File: src/hw/rtl/dda_pkg.sv
// Shared types, codes and defaults for the DDA line rasterizer.
package dda_pkg;

  localparam int DDA_FRAC_BITS  = 16;
  localparam int DDA_COORD_BITS = 11;
  localparam int SCREEN_BITS    = 10;
  localparam int VALUE_BITS     = 16;
  localparam int CFG_IDX_BITS   = 1;

  localparam logic [SCREEN_BITS-1:0] SCREEN_W_RESET = 10'd256;
  localparam logic [SCREEN_BITS-1:0] SCREEN_H_RESET = 10'd144;

  // op field codes
  localparam logic OP_LOAD = 1'b0;
  localparam logic OP_STEP = 1'b1;

  // configuration register indexes
  localparam logic [CFG_IDX_BITS-1:0] CFG_SCREEN_WIDTH  = 1'b0;
  localparam logic [CFG_IDX_BITS-1:0] CFG_SCREEN_HEIGHT = 1'b1;

  typedef enum logic [1:0] {
    ST_IDLE,
    ST_DIV,
    ST_FIN
  } dda_state_e;

  typedef struct packed {
    logic load;        // latch a new line and seed the dividers
    logic div_step;    // one quotient bit per divider
    logic div_finish;  // write signed increments
    logic emit;        // produce one result and advance while steps remain
  } dda_cmd_t;

  typedef struct packed {
    logic load_zero;   // line on the input bus has zero length
    logic out_stall;   // output register full and not taken this cycle
  } dda_status_t;

endpackage

File: src/hw/rtl/dda_div.sv
// Radix-2 restoring divider lane: one quotient bit per step, remainder kept below divisor.
module dda_div
  import dda_pkg::*;
#(
  parameter int FRAC_BITS  = DDA_FRAC_BITS,
  parameter int COORD_BITS = DDA_COORD_BITS
) (
  input  logic                  clk_i,
  input  logic                  init_i,
  input  logic                  step_i,
  input  logic [COORD_BITS-1:0] mag_i,
  input  logic [COORD_BITS-1:0] divisor_i,
  output logic [FRAC_BITS:0]    quo_o
);

  logic [COORD_BITS:0]   rem_q, rem_d;
  logic [FRAC_BITS:0]    quo_q, quo_d;
  logic                  ge;
  logic [COORD_BITS:0]   diff;
  logic [COORD_BITS-1:0] rest;

  assign ge   = rem_q >= {1'b0, divisor_i};
  assign diff = rem_q - {1'b0, divisor_i};
  // rest is below the divisor, so it fits and its double fits the remainder
  assign rest = ge ? diff[COORD_BITS-1:0] : rem_q[COORD_BITS-1:0];

  always_comb begin
    rem_d = rem_q;
    quo_d = quo_q;
    if (init_i) begin
      rem_d = {1'b0, mag_i};
      quo_d = '0;
    end else if (step_i) begin
      rem_d = {rest, 1'b0};
      quo_d = {quo_q[FRAC_BITS-1:0], ge};
    end
  end

  always_ff @(posedge clk_i) begin
    rem_q <= rem_d;
    quo_q <= quo_d;
  end

  assign quo_o = quo_q;

endmodule

File: src/hw/rtl/dda_ctrl.sv
// Controller: sequences loads through the divider and gates input acceptance.
module dda_ctrl
  import dda_pkg::*;
#(
  parameter int FRAC_BITS = DDA_FRAC_BITS
) (
  input  logic        clk_i,
  input  logic        rst_ni,
  input  logic        s_tvalid,
  input  logic        op_i,
  input  dda_status_t status_i,
  output logic        s_tready,
  output dda_cmd_t    cmd_o
);

  localparam int CntW = $clog2(FRAC_BITS + 1);

  dda_state_e      state_q, state_d;
  logic [CntW-1:0] cnt_q, cnt_d;
  logic            accept;
  logic            last_iter;

  assign s_tready  = (state_q == ST_IDLE) && !status_i.out_stall;
  assign accept    = s_tvalid && s_tready;
  assign last_iter = cnt_q == CntW'(FRAC_BITS);

  always_comb begin
    state_d = state_q;
    unique case (state_q)
      ST_IDLE: begin
        if (accept && op_i == OP_LOAD && !status_i.load_zero) begin
          state_d = ST_DIV;
        end
      end
      ST_DIV: begin
        if (last_iter) begin
          state_d = ST_FIN;
        end
      end
      ST_FIN:  state_d = ST_IDLE;
      default: state_d = ST_IDLE;
    endcase
  end

  always_comb begin
    cmd_o = '0;
    cnt_d = cnt_q;
    unique case (state_q)
      ST_IDLE: begin
        cnt_d            = '0;
        cmd_o.load       = accept && op_i == OP_LOAD;
        cmd_o.emit       = accept && op_i == OP_STEP;
      end
      ST_DIV: begin
        cmd_o.div_step   = 1'b1;
        cnt_d            = cnt_q + 1'b1;
      end
      ST_FIN:  cmd_o.div_finish = 1'b1;
      default: cmd_o = '0;
    endcase
  end

  always_ff @(posedge clk_i or negedge rst_ni) begin
    if (!rst_ni) begin
      state_q <= ST_IDLE;
      cnt_q   <= '0;
    end else begin
      state_q <= state_d;
      cnt_q   <= cnt_d;
    end
  end

endmodule

File: src/hw/rtl/dda_datapath.sv
// Datapath: line state, increment dividers, rounding, clipping and the output register.
module dda_datapath
  import dda_pkg::*;
#(
  parameter  int FRAC_BITS  = DDA_FRAC_BITS,
  parameter  int COORD_BITS = DDA_COORD_BITS,
  localparam int InW  = ((4 * COORD_BITS + VALUE_BITS + 7) / 8) * 8,
  localparam int OutW = ((2 * COORD_BITS + 1 + VALUE_BITS + 7) / 8) * 8
) (
  input  logic                    clk_i,
  input  logic                    rst_ni,
  input  dda_cmd_t                cmd_i,
  output dda_status_t             status_o,
  input  logic [InW-1:0]          s_tdata,
  input  logic                    cfg_we_i,
  input  logic [CFG_IDX_BITS-1:0] cfg_idx_i,
  input  logic [SCREEN_BITS-1:0]  cfg_wdata_i,
  output logic                    m_tvalid,
  input  logic                    m_tready,
  output logic [OutW-1:0]         m_tdata,
  output logic                    m_tuser,
  output logic                    m_tlast
);

  localparam int CB    = COORD_BITS;
  localparam int PosW  = CB + FRAC_BITS + 1;
  localparam int IncW  = FRAC_BITS + 2;
  localparam int CmpW  = CB + SCREEN_BITS;
  localparam int PadW  = OutW - (2 * CB + 1 + VALUE_BITS);
  localparam logic [PosW-1:0] Half   = PosW'(1) << (FRAC_BITS - 1);
  localparam logic [PosW-1:0] HalfM1 = Half - PosW'(1);

  // input unpack
  logic [CB-1:0]         sx, sy, ex, ey;
  logic [VALUE_BITS-1:0] in_value;
  assign sx       = s_tdata[CB-1:0];
  assign sy       = s_tdata[2*CB-1:CB];
  assign ex       = s_tdata[3*CB-1:2*CB];
  assign ey       = s_tdata[4*CB-1:3*CB];
  assign in_value = s_tdata[4*CB+VALUE_BITS-1:4*CB];

  logic [CB:0]   dx, dy, ndx, ndy;
  logic [CB-1:0] ax, ay, steps;
  assign dx    = {ex[CB-1], ex} - {sx[CB-1], sx};
  assign dy    = {ey[CB-1], ey} - {sy[CB-1], sy};
  assign ndx   = ~dx + 1'b1;
  assign ndy   = ~dy + 1'b1;
  assign ax    = dx[CB] ? ndx[CB-1:0] : dx[CB-1:0];
  assign ay    = dy[CB] ? ndy[CB-1:0] : dy[CB-1:0];
  assign steps = (ax > ay) ? ax : ay;

  // line state
  logic [PosW-1:0]       pos_x_q, pos_y_q;
  logic [IncW-1:0]       inc_x_q, inc_y_q;
  logic [CB-1:0]         steps_left_q;
  logic [VALUE_BITS-1:0] held_q;
  logic                  neg_x_q, neg_y_q;
  logic [SCREEN_BITS-1:0] width_q, height_q;

  logic [FRAC_BITS:0] quo_x, quo_y;
  logic [IncW-1:0]    qx_ext, qy_ext;

  dda_div #(.FRAC_BITS(FRAC_BITS), .COORD_BITS(CB)) u_div_x (
    .clk_i     (clk_i),
    .init_i    (cmd_i.load),
    .step_i    (cmd_i.div_step),
    .mag_i     (ax),
    .divisor_i (steps_left_q),
    .quo_o     (quo_x)
  );

  dda_div #(.FRAC_BITS(FRAC_BITS), .COORD_BITS(CB)) u_div_y (
    .clk_i     (clk_i),
    .init_i    (cmd_i.load),
    .step_i    (cmd_i.div_step),
    .mag_i     (ay),
    .divisor_i (steps_left_q),
    .quo_o     (quo_y)
  );

  assign qx_ext = {1'b0, quo_x};
  assign qy_ext = {1'b0, quo_y};

  // round half away from zero: negative values take half minus one before the floor shift
  logic [PosW-1:0] rnd_x, rnd_y;
  logic [CB:0]     rx, ry;
  logic            vis;
  assign rnd_x = pos_x_q + (pos_x_q[PosW-1] ? HalfM1 : Half);
  assign rnd_y = pos_y_q + (pos_y_q[PosW-1] ? HalfM1 : Half);
  assign rx    = rnd_x[PosW-1:FRAC_BITS];
  assign ry    = rnd_y[PosW-1:FRAC_BITS];
  assign vis   = !rx[CB] && !ry[CB] &&
                 (CmpW'(rx[CB-1:0]) < CmpW'(width_q)) &&
                 (CmpW'(ry[CB-1:0]) < CmpW'(height_q));

  logic [PosW-1:0] inc_x_ext, inc_y_ext;
  assign inc_x_ext = {{(PosW-IncW){inc_x_q[IncW-1]}}, inc_x_q};
  assign inc_y_ext = {{(PosW-IncW){inc_y_q[IncW-1]}}, inc_y_q};

  logic active;
  assign active = steps_left_q != '0;

  // output register
  logic                  out_valid_q;
  logic                  res_valid_q, res_last_q, res_vis_q;
  logic [CB-1:0]         res_x_q, res_y_q;
  logic [VALUE_BITS-1:0] res_value_q;

  assign status_o.load_zero = steps == '0;
  assign status_o.out_stall = out_valid_q && !m_tready;

  always_ff @(posedge clk_i or negedge rst_ni) begin
    if (!rst_ni) begin
      steps_left_q <= '0;
      out_valid_q  <= 1'b0;
      width_q      <= SCREEN_W_RESET;
      height_q     <= SCREEN_H_RESET;
    end else begin
      if (cmd_i.load) begin
        steps_left_q <= steps;
      end else if (cmd_i.emit && active) begin
        steps_left_q <= steps_left_q - 1'b1;
      end
      if (cmd_i.emit) begin
        out_valid_q <= 1'b1;
      end else if (m_tready) begin
        out_valid_q <= 1'b0;
      end
      if (cfg_we_i) begin
        unique case (cfg_idx_i)
          CFG_SCREEN_WIDTH:  width_q  <= cfg_wdata_i;
          CFG_SCREEN_HEIGHT: height_q <= cfg_wdata_i;
          default: ;
        endcase
      end
    end
  end

  always_ff @(posedge clk_i) begin
    if (cmd_i.load) begin
      pos_x_q <= {sx[CB-1], sx, {FRAC_BITS{1'b0}}};
      pos_y_q <= {sy[CB-1], sy, {FRAC_BITS{1'b0}}};
      neg_x_q <= dx[CB];
      neg_y_q <= dy[CB];
      held_q  <= in_value;
    end else if (cmd_i.emit && active) begin
      pos_x_q <= pos_x_q + inc_x_ext;
      pos_y_q <= pos_y_q + inc_y_ext;
    end
    if (cmd_i.div_finish) begin
      inc_x_q <= neg_x_q ? (~qx_ext + 1'b1) : qx_ext;
      inc_y_q <= neg_y_q ? (~qy_ext + 1'b1) : qy_ext;
    end
    if (cmd_i.emit) begin
      res_valid_q <= active;
      res_x_q     <= active ? rx[CB-1:0] : '0;
      res_y_q     <= active ? ry[CB-1:0] : '0;
      res_vis_q   <= active && vis;
      res_value_q <= active ? held_q : '0;
      res_last_q  <= steps_left_q == CB'(1);
    end
  end

  assign m_tvalid = out_valid_q;
  assign m_tuser  = res_valid_q;
  assign m_tlast  = res_last_q;
  assign m_tdata  = {{PadW{1'b0}}, res_value_q, res_vis_q, res_y_q, res_x_q};

endmodule

File: src/hw/rtl/dda_line_rasterizer_unit.sv
// Top level of the DDA line rasterizer: controller, datapath and port packing.
//
//  channel  direction  tdata (low bit up)                              tuser      tlast
//  s_*      in         start_x, start_y, end_x, end_y, pixel_value     op         -
//  m_*      out        pixel_x, pixel_y, visible, write_value          valid_res  last
//  cfg_*    in         cfg_idx_i 0 screen_width, 1 screen_height, cfg_wdata_i value
//
// A step request's result sits in the output register the next cycle.
// A load of a line with nonzero length runs the bit-serial increment dividers through
// FRAC_BITS+1 quotient bits and then signs the increments before the next input is taken.
// A stalled output holds the result and drops s_tready until it is taken.
// Reset clears the line (steps left zero) and restores the default screen size.
module dda_line_rasterizer_unit
  import dda_pkg::*;
#(
  parameter  int FRAC_BITS  = DDA_FRAC_BITS,
  parameter  int COORD_BITS = DDA_COORD_BITS,
  localparam int InW  = ((4 * COORD_BITS + VALUE_BITS + 7) / 8) * 8,
  localparam int OutW = ((2 * COORD_BITS + 1 + VALUE_BITS + 7) / 8) * 8
) (
  input  logic                    clk_i,
  input  logic                    rst_ni,
  input  logic                    s_tvalid,
  output logic                    s_tready,
  input  logic [InW-1:0]          s_tdata,   // start_x, start_y, end_x, end_y, pixel_value
  input  logic                    s_tuser,   // op
  output logic                    m_tvalid,
  input  logic                    m_tready,
  output logic [OutW-1:0]         m_tdata,   // pixel_x, pixel_y, visible, write_value
  output logic                    m_tuser,   // valid_res
  output logic                    m_tlast,
  input  logic                    cfg_we_i,
  input  logic [CFG_IDX_BITS-1:0] cfg_idx_i,
  input  logic [SCREEN_BITS-1:0]  cfg_wdata_i
);

  dda_cmd_t    cmd;
  dda_status_t status;

  dda_ctrl #(.FRAC_BITS(FRAC_BITS)) u_ctrl (
    .clk_i    (clk_i),
    .rst_ni   (rst_ni),
    .s_tvalid (s_tvalid),
    .op_i     (s_tuser),
    .status_i (status),
    .s_tready (s_tready),
    .cmd_o    (cmd)
  );

  dda_datapath #(.FRAC_BITS(FRAC_BITS), .COORD_BITS(COORD_BITS)) u_dp (
    .clk_i       (clk_i),
    .rst_ni      (rst_ni),
    .cmd_i       (cmd),
    .status_o    (status),
    .s_tdata     (s_tdata),
    .cfg_we_i    (cfg_we_i),
    .cfg_idx_i   (cfg_idx_i),
    .cfg_wdata_i (cfg_wdata_i),
    .m_tvalid    (m_tvalid),
    .m_tready    (m_tready),
    .m_tdata     (m_tdata),
    .m_tuser     (m_tuser),
    .m_tlast     (m_tlast)
  );

endmodule

File: config.mk
export PLATFORM = sky130hd
export DESIGN_NAME = dda_line_rasterizer_unit
export DESIGN_NICKNAME = d
export VERILOG_FILES = /design/src/hw/rtl/dda_pkg.sv /design/src/hw/rtl/dda_div.sv /design/src/hw/rtl/dda_ctrl.sv /design/src/hw/rtl/dda_datapath.sv /design/src/hw/rtl/dda_line_rasterizer_unit.sv
export SDC_FILE = /design/constraint.sdc
export NUM_CORES = 1
export LEC_CHECK = 0
export BUFFER_PORTS_ARGS = -buffer_cell sky130_fd_sc_hd__clkbuf_2
export CAP_MARGIN = 20
export CORE_MARGIN = 4
export CORE_UTILIZATION = 64
export DETAILED_ROUTE_END_ITERATION = 8
export PLACE_DENSITY = 0.84
export SLEW_MARGIN = 10
export SYNTH_ARGS = -nofsm -noshare
export SYNTH_HDL_FRONTEND = slang
export SYNTH_HIERARCHICAL = 1
export SYNTH_SLANG_ARGS = --single-unit
File: constraint.sdc
create_clock -name clk_i -period 6.65 [get_ports clk_i]
set_input_delay 1.6625 -clock clk_i [delete_from_list [all_inputs] [get_ports clk_i]]
set_output_delay 1.6625 -clock clk_i [all_outputs]
set_load 0.03 [all_outputs]
Yosys cells after proc, flatten, opt, wreduce, memory -nomap -nowiden
Cells that the tools add are included.
{"block": "word_totals", "out_inout_bits": 44, "reg_bits": 248}
{"block": "classes", "n_mux": 29, "addsub": 14, "n_lt_le_gt_ge": 5, "reduce_logical": 26, "eq_ne": 6, "bitwise_logic": 6}
{"operator": "2-to-1 mux 11 bit", "count": 11}
{"operator": "adder 28 bit", "count": 4}
{"operator": "2-to-1 mux 28 bit", "count": 4}
{"operator": "adder 18 x 1 -> 18 bit (second input constant)", "count": 2}
{"operator": "NOT 17 -> 18 bit", "count": 2}
{"operator": "2-to-1 mux 17 bit", "count": 2}
{"operator": "2-to-1 mux 16 bit", "count": 2}
{"operator": "greater-or-equal comparator 12 x 11 -> 1 bit", "count": 2}
{"operator": "subtractor 11 x 11 -> 12 bit", "count": 2}
{"operator": "adder 11 x 1 -> 11 bit (second input constant)", "count": 2}
{"operator": "less-than comparator 11 x 10 -> 1 bit", "count": 2}
{"operator": "NOT 11 bit", "count": 2}
{"operator": "subtractor 11 bit", "count": 2}
{"operator": "== test 11 x 1 -> 1 bit (second input constant)", "count": 1}
{"operator": "> comparator 11 bit", "count": 1}
{"operator": "logical AND 1 bit", "count": 11}
{"operator": "zero test 11 bit", "count": 1}
{"operator": "nonzero test 11 bit", "count": 1}
{"operator": "subtractor 11 x 1 -> 11 bit (second input constant)", "count": 1}
{"operator": "case mux 5 bit (2 select lines)", "count": 1}
{"operator": "nonzero test 2 bit", "count": 4}
{"operator": "2-to-1 mux 1 bit", "count": 6}
{"operator": "AND reduction 2 bit", "count": 3}
{"operator": "adder 5 x 1 -> 5 bit (second input constant)", "count": 1}
{"operator": "other kinds (10)", "count": 16}

Depth between registers and ports, before layout
Gate-level depths: netlist (run 1).
{"block": "depth", "word_depth": 11, "ltp_mapped": 23, "depth_no_buf": 23}

Hierarchy
Netlist (run 1), hierarchy kept.
{"mod": "dda_datapath", "area_per_inst_um2": 13183.9, "cells_per_inst": 1381, "n_inst": 1, "seq_area_each_um2": 5018.6}
{"mod": "dda_div", "area_per_inst_um2": 1913.1, "cells_per_inst": 199, "n_inst": 2, "seq_area_each_um2": 690.7}
{"mod": "dda_ctrl", "area_per_inst_um2": 405.4, "cells_per_inst": 38, "n_inst": 1, "seq_area_each_um2": 175.2}

Least setup slack after synthesis (run 1)
No wires, ideal clock.
{"block": "synth_path", "path_type": "input to register", "from": "input s_tdata[22]", "to": "register u_ctrl.state_q[0]", "arrival_time_ps": 6264, "path_buffers": 0, "path_stages": 20, "slack_ps": 252, "path_cell_list": "inv_1 > ha_1 > inv_1 > fa_1 > a21o_1 > a21oi_1 > xor2_1 > nand4_1 > or4_1 > o21ai_0 > xnor2_1 > ha_1 > a2111oi_0 > o21ai_0 > o22ai_1 > a41oi_2 > mux2_2 > or4_4 > nor4b_4 > o32ai_2"}
{"item": "start, declared", "line": "dda_line_rasterizer_unit.sv:25", "source": "input logic [InW-1:0] s_tdata,"}
{"item": "end signal, assigned", "line": "dda_ctrl.sv:68", "source": "state_q <= state_d;"}
{"item": "end, declared", "line": "dda_ctrl.sv:18", "source": "dda_state_e state_q, state_d;"}

==> out/metrics.cfg, run 1 <==
[power]
p_leak_nw = 8.88
fin_total_pwr_mw = 8.86
ir_drop_uv = 443
power.density_nw_per_um2 = 442

[route]
postRouteAntennaNets = 0
drc = 0
wire_per_inst_um = 18.3
drt-initial-drc-count = 1245
drt_pass1_iterations = 6
routed-via-count = 14700
wl_mm = 43.7
via_per_inst = 6.18

[sta]
fmax_ghz = 0.155
timing.final.setup_violations = 0
hold_viol_final = 0
post-route-period-util_pct = 97.0
slew_headroom_pct = 30.0
fin_skew_ns = 0.0226
period_minus_slack_ns = 6.45
fin_tns_setup_ns = 0
worst_slew_pin_slew_ns = 1.05
maxSlewViolCount = 0

[clock_network]
cts_buffers = 28
path_clk_slew_ns = 0.06
clk_latency_ns = 0.57
clockRootBuffer = clkbuf_16
cts_tree = built
clock_sinks = 248
cts_hold_buf = 0
cts_max_level = 1
ctsLongestPathBuffers = 3

[cells_and_area]
syn_to_final_growth_pct = 15.0
final_cell_mix = 167 x nand2_1, 165 x ha_1, 141 x edfxtp_1
nets = 2271
final_common_cell = nand2_1
antennaDiodeCount = 0
drive_above_1_share_pct = 18.2
num-fill-cells = 1808
fin_util_pct = 74.5

[place]
hpwl_mm = 32.0
place.gp.congestion = 0.927
io_buffers = 119

[logic_synthesis]
synth_warnings = 6
synth_cell_types = 104
syn_area_um2 = 17400
synthCells = 1817
synth-seq-area-share_pct = 37.8
synthFlopType = edfxtp_1
synth_edf_count = 141
synth_seq_cells = 248
syn_nets = 2069
synthArstFlopShare_pct = 15.7
syn_area_per_cell_um2 = 9.58

[critical_path]
end_kind = flop
cpPeakStageDelay_ns = 0.54
cpMaxStageDelayCell = or4_4
cp.required_ns = 7.08
timing.rr.start = u_dp/pos_y_q[27]
crit_start = s_tdata[22]
crit_fanout = 9
worst_setup_path_start_kind = input port
critPathKind = in -> reg
cp.arrival_ns = 6.88
crit_path_cell_trace = clkbuf_2 > inv_1 > ha_1 > inv_1 > fa_1 > a21o_1 > a21oi_1 > xor2_1 > nand4_1 > or4_1 > o21ai_1 > xnor2_1 > ha_1 > a2111oi_2 > o21ai_1 > o22ai_2 > a41oi_2 > buf_4 > nor2_1 > a32oi_1 > or4_4 > nor4b_4 > o32ai_2

[floorplanning]
dieHeight_um = 173
die_x_um = 173
core_um2 = 26900
start_util_pct = 64.8
dieArea_um2 = 29900
pin_count = 125
num_rows = 60

[global_route]
grt_pass1_vias = 14600
grt-ovfl-total = 0
grtUsageTotal_pct = 27.9
grt_max_degree = 76
grt_first_pass_wirelength_mm = 71.0
antenna_found_initial = 0

[hold_path]
worstHoldPathType = reg -> reg
hold_start = u_dp/pos_y_q[15]

[flow_run]
max-cap-violations = 0

[outcome]
status = complete, no violations

power by group:
part / switching, mW / internal [mW] / leakage [nW] / total, mW
registers: 0.436 / 2.19 / 2.35 / 2.63
clock network: 0.650 / 1.02 / 0.490 / 1.67
logic: 2.52 / 2.04 / 6.04 / 4.55
total: 3.60 / 5.25 / 8.88 / 8.86
metal layers:
metal	share of wire (%)	global-route usage (%)	wire length [um]	vias up
li1	-	-	-	6988
met1	41	35.6	18000	7051
met2	49	49.4	21600	551
met3	6.2	3.54	2730	125
met4	3.1	8.95	1340	0
met5	0	0	0	-
flip-flops by register name, indices dropped and copies added, names as in the netlist:
name / count
u_dp/pos_x_q: 28
u_dp/pos_y_q: 28
u_dp/inc_x_q: 18
u_dp/inc_y_q: 18
u_dp/u_div_x/quo_o: 17
u_dp/u_div_y/quo_o: 17
u_dp/held_q: 16
u_dp/res_value_q: 16
u_dp/u_div_x/rem_q: 12
u_dp/u_div_y/rem_q: 12
u_dp/res_x_q: 11
u_dp/res_y_q: 11
u_dp/steps_left_q: 11
u_dp/height_q: 10
u_dp/width_q: 10
u_ctrl/cnt_q: 5
u_ctrl/state_q: 2
u_dp/m_tlast: 1
u_dp/m_tuser: 1
u_dp/m_tvalid: 1
u_dp/neg_x_q: 1
u_dp/neg_y_q: 1
u_dp/res_vis_q: 1
final cells by class:
class	count	area, um^2	share of cell area (%)
clock buffers	32	726	3.62
inverters	131	492	2.45
multi-input cells	1382	10100	50.4
flip-flops and latches	248	6580	32.8
clock inverters	20	284	1.42
well taps	341	427	2.13
repair buffers	228	1430	7.12
synthesized netlist by cell type (all sizes together) (29+ instances only):
cell type,count,area (um^2)
and2,42,263
nor2b,32,200
mux2i,40,400
nand2,168,633
nor2,122,480
a21o,42,315
nor3,32,171
xnor2,98,858
ha,165,2060
nand3,33,175
inv,131,492
xor2,47,412
a21oi,121,613
edfxtp,141,4230
nand2b,29,189
o21ai,103,523
dfrtp,36,901
clkbuf,35,133
dfxtp,68,1360
cells by family after synthesis:
kind of cell	synth area share [%]
compound gates	18.2
fa+ha+maj	12.5
buf+inv	4.43
mux	3.55
simple gates	16.2
other cells	0.0215
xor+xnor	7.29
flops	37.8
path summary, 6_finish.rpt:
check | end | slack, ns | cells past startpoint
setup / recovery | u_ctrl/state_q[0] | 0.20 | 23
hold / removal | u_dp/pos_y_q[15] | 0.49 | 2
setup reg to reg | u_dp/res_vis_q | 1.34 | 18
hold reg to reg | u_dp/pos_y_q[15] | 0.49 | 2
max in group asynchronous | u_dp/width_q[8] | 5.16 | 2
min in group asynchronous | u_dp/width_q[3] | 0.96 | 1
per-stage QoR:
stage          instance area [um^2]  worst slack, ns  std cells  hold slack (ns)
2_1_floorplan                 17400            0.252       1817            0.452
3_3_place_gp                  19000           -0.286       2328            0.474
3_5_place_dp                  19000           -0.483       2328            0.484
4_1_cts                       20000           0.0582       2380            0.491
5_1_grt                       20000          -0.0184       2382            0.497
6_report                      20000            0.200       2382            0.488
critical path: cells and delay by family:
kind	cells	cell delay [ns]
AOI/OAI and AO/OA	9	1.65
adders and majority gates	3	0.87
xor gates and xnor gates	2	0.50
and+or+nand+nor	5	1.75
buffers and inverters	4	0.44
what timing repair did:
action / 4_1_cts / 5_1_grt
endpoints found under the setup margin: 0 / 1
setup buffers: 0 / 1
gates resized for setup: 0 / 7
No activity file was read; power rests on OpenSTA's default activity.
==> inputs of run 2 (changes only) <==
--- a/config.mk
+++ b/config.mk
@@ -14,5 +14,4 @@
 export SLEW_MARGIN = 10
 export SYNTH_ARGS = -nofsm -noshare
 export SYNTH_HDL_FRONTEND = slang
-export SYNTH_HIERARCHICAL = 1
 export SYNTH_SLANG_ARGS = --single-unit
==> out/metrics.cfg, run 2 <==
[route]
wire_per_inst_um = 18.2
drt_pass1_iterations = 7
routed-via-count = 14000
drt-initial-drc-count = 1405
drc = 0
postRouteAntennaNets = 0
wl_mm = 41.2
via_per_inst = 6.19

[global_route]
grt_use_met2_pct = 47.6
grt_pass1_vias = 13500
met1_usage_pct = 36.7
grt_max_degree = 83
grt-ovfl-total = 0
grt_first_pass_wirelength_mm = 66.2
busiest_layer = met2
antenna_found_initial = 2
met3_usage_pct = 4.36
grtUsageTotal_pct = 27.9

[sta]
post-route-period-util_pct = 87.7
slew_headroom_pct = 34.2
fmax_ghz = 0.171
hold_viol_final = 0
worst_slew_pin_slew_ns = 0.985
setup_ws_ns = 0.816
rsz0062_at_grt = no
timing.final.setup_violations = 0
period_minus_slack_ns = 5.83
fin_tns_setup_ns = 0
fin_skew_ns = 0.00975
maxSlewViolCount = 0

[logic_synthesis]
synthCells = 1789
synthArstFlopShare_pct = 15.7
synth_cell_types = 88
synth-seq-area-share_pct = 39.4
syn_nets = 2041
yosysMostFrequentCell = nand2_1
synthDominantCellAreaShare_pct = 25.4
synthFlopType = edfxtp_1
synth_edf_count = 141
synth_seq_cells = 248
synth_top_cell_by_area = edfxtp_1
synthTopCellsByCount = 205 x nand2_1, 165 x ha_1, 141 x edfxtp_1, 130 x o21ai_0
syn_area_um2 = 16700
syn_area_per_cell_um2 = 9.33
ys_top_cells_by_area = edfxtp_1 25%, ha_1 12%, dfxtp_1 8.2%, dfrtp_1 5.4%, nand2_1 4.6%
synth_warnings = 0

[critical_path]
cp.arrival_ns = 6.26
cp.required_ns = 7.07
timing.rr.start = u_dp.pos_y_q[27]
reg2reg_depth = 17
r2r_slack_ns = 1.80
critPathKind = in -> reg
end_kind = flop
worst_r2r_endpoint = u_dp.res_vis_q
crit_fanout = 14
worst_setup_path_start_kind = input port

[floorplanning]
start_util_pct = 65.7
pin_count = 125
dieArea_um2 = 28700
dieHeight_um = 170
num_rows = 58
core_um2 = 25400
die_x_um = 170

[cells_and_area]
final_cell_mix = 204 x nand2_1, 165 x ha_1, 141 x edfxtp_1
num-fill-cells = 1756
nets = 2155
fin_util_pct = 73.5
final_common_cell = nand2_1
final_area_um2 = 18700
top_regs = u_dp.pos_x_q: 28 flops, u_dp.pos_y_q: 28 flops
syn_to_final_growth_pct = 11.8
drive_above_1_share_pct = 12.3

[clock_network]
cts_resized = 0
cts_setup_buffers = 0
cts_tree = built
clk_latency_ns = 0.53
cts_buffers = 27
clockRootBuffer = clkbuf_16
cts_hold_buf = 0
cts_max_level = 1
clock_sinks = 248
path_clk_slew_ns = 0.06
ctsLongestPathBuffers = 3

[flow_run]
max-cap-violations = 0

[place]
place.gp.congestion = 0.899
hpwl_mm = 29.8
placed_cell_area_um2 = 17600
place_ws_ns = 0.374
io_buffers = 119

[hold_path]
min_path_cells = 0
hold_start = u_dp.u_div_y.quo_o[0]
min_to = u_dp.inc_y_q[0]
worstHoldPathType = reg -> reg

[power]
p_leak_nw = 8.15
power.density_nw_per_um2 = 433
ir_drop_uv = 334
fin_total_pwr_mw = 8.07

[outcome]
status = complete, no violations

-- run 2: layer usage --
layer / vias to the layer above / wire length, um
li1: 6697 / -
met1: 6509 / 17000
met2: 662 / 19300
met3: 102 / 3760
met4: 0 / 1090
met5: - / 0
-- run 2: worst max path at each step --
stage	end	cells after the start	from
2_1_floorplan	u_dp.steps_left_q[5]	21	s_tdata[33]
5_1_grt	u_ctrl.state_q[0]	21	s_tdata[22]
4_1_cts	u_ctrl.state_q[0]	21	s_tdata[11]
3_5_place_dp	u_ctrl.state_q[0]	21	s_tdata[11]
3_3_place_gp	u_ctrl.state_q[0]	21	s_tdata[11]
6_report	u_ctrl.state_q[0]	21	s_tdata[11]
-- run 2: power by group --
| part | leakage (nW) | total (mW) | internal (mW) | switching [mW] |
|---|---|---|---|---|
| Clock | 0.453 | 1.57 | 0.957 | 0.617 |
| Sequential | 2.35 | 2.57 | 2.18 | 0.389 |
| Combinational | 5.35 | 3.93 | 1.68 | 2.25 |
-- run 2: stage by stage --
| stage | hold slack, ns | instances |
|---|---|---|
| 2_1_floorplan | 0.426 | 1789 |
| 3_3_place_gp | 0.444 | 2201 |
| 3_5_place_dp | 0.446 | 2201 |
| 4_1_cts | 0.461 | 2251 |
| 5_1_grt | 0.479 | 2256 |
| 6_report | 0.462 | 2256 |
-- run 2: cell families (layout without fill, tap and decap cells) --
family                     count (synthesis)  after routing  synth area share (%)
and+or+nand+nor                          525            525                  15.2
AOI/OAI and AO/OA                        485            485                  18.3
DFF                                      248            248                  39.4
buffers and inverters                    180            315                  4.14
adders and majority gates                171            171                  13.1
xor gates and xnor gates                 139            139                  7.34
muxes                                     40             40                  2.54
other                                      1              3                0.0225
-- run 2: final cells by class --
type / count / area (um^2) / share of cell area [%]
diodes: 2 / 5.00 / 0.0268
clock buffers: 34 / 753 / 4.04
clock inverters: 16 / 190 / 1.02
inverters: 127 / 477 / 2.55
multi-input cells: 1361 / 9460 / 50.7
flip-flops and latches: 248 / 6580 / 35.2
well taps: 330 / 413 / 2.21
repair buffers: 138 / 791 / 4.24
-- run 2: worst max-delay path, cell delays in order --
cell	delay, ns
clkbuf_2	0.10
ha_1	0.23
fa_1	0.39
nand2b_1	0.18
a21oi_1	0.25
o21ai_0	0.16
a21oi_1	0.23
xor2_1	0.13
or2_2	0.31
o31ai_2	0.27
xnor2_1	0.19
inv_1	0.14
ha_1	0.33
nand4_1	0.15
a21oi_1	0.17
a221o_1	0.21
o31a_1	0.26
buf_4	0.25
mux2i_1	0.24
o2111ai_1	0.13
o31a_1	0.24
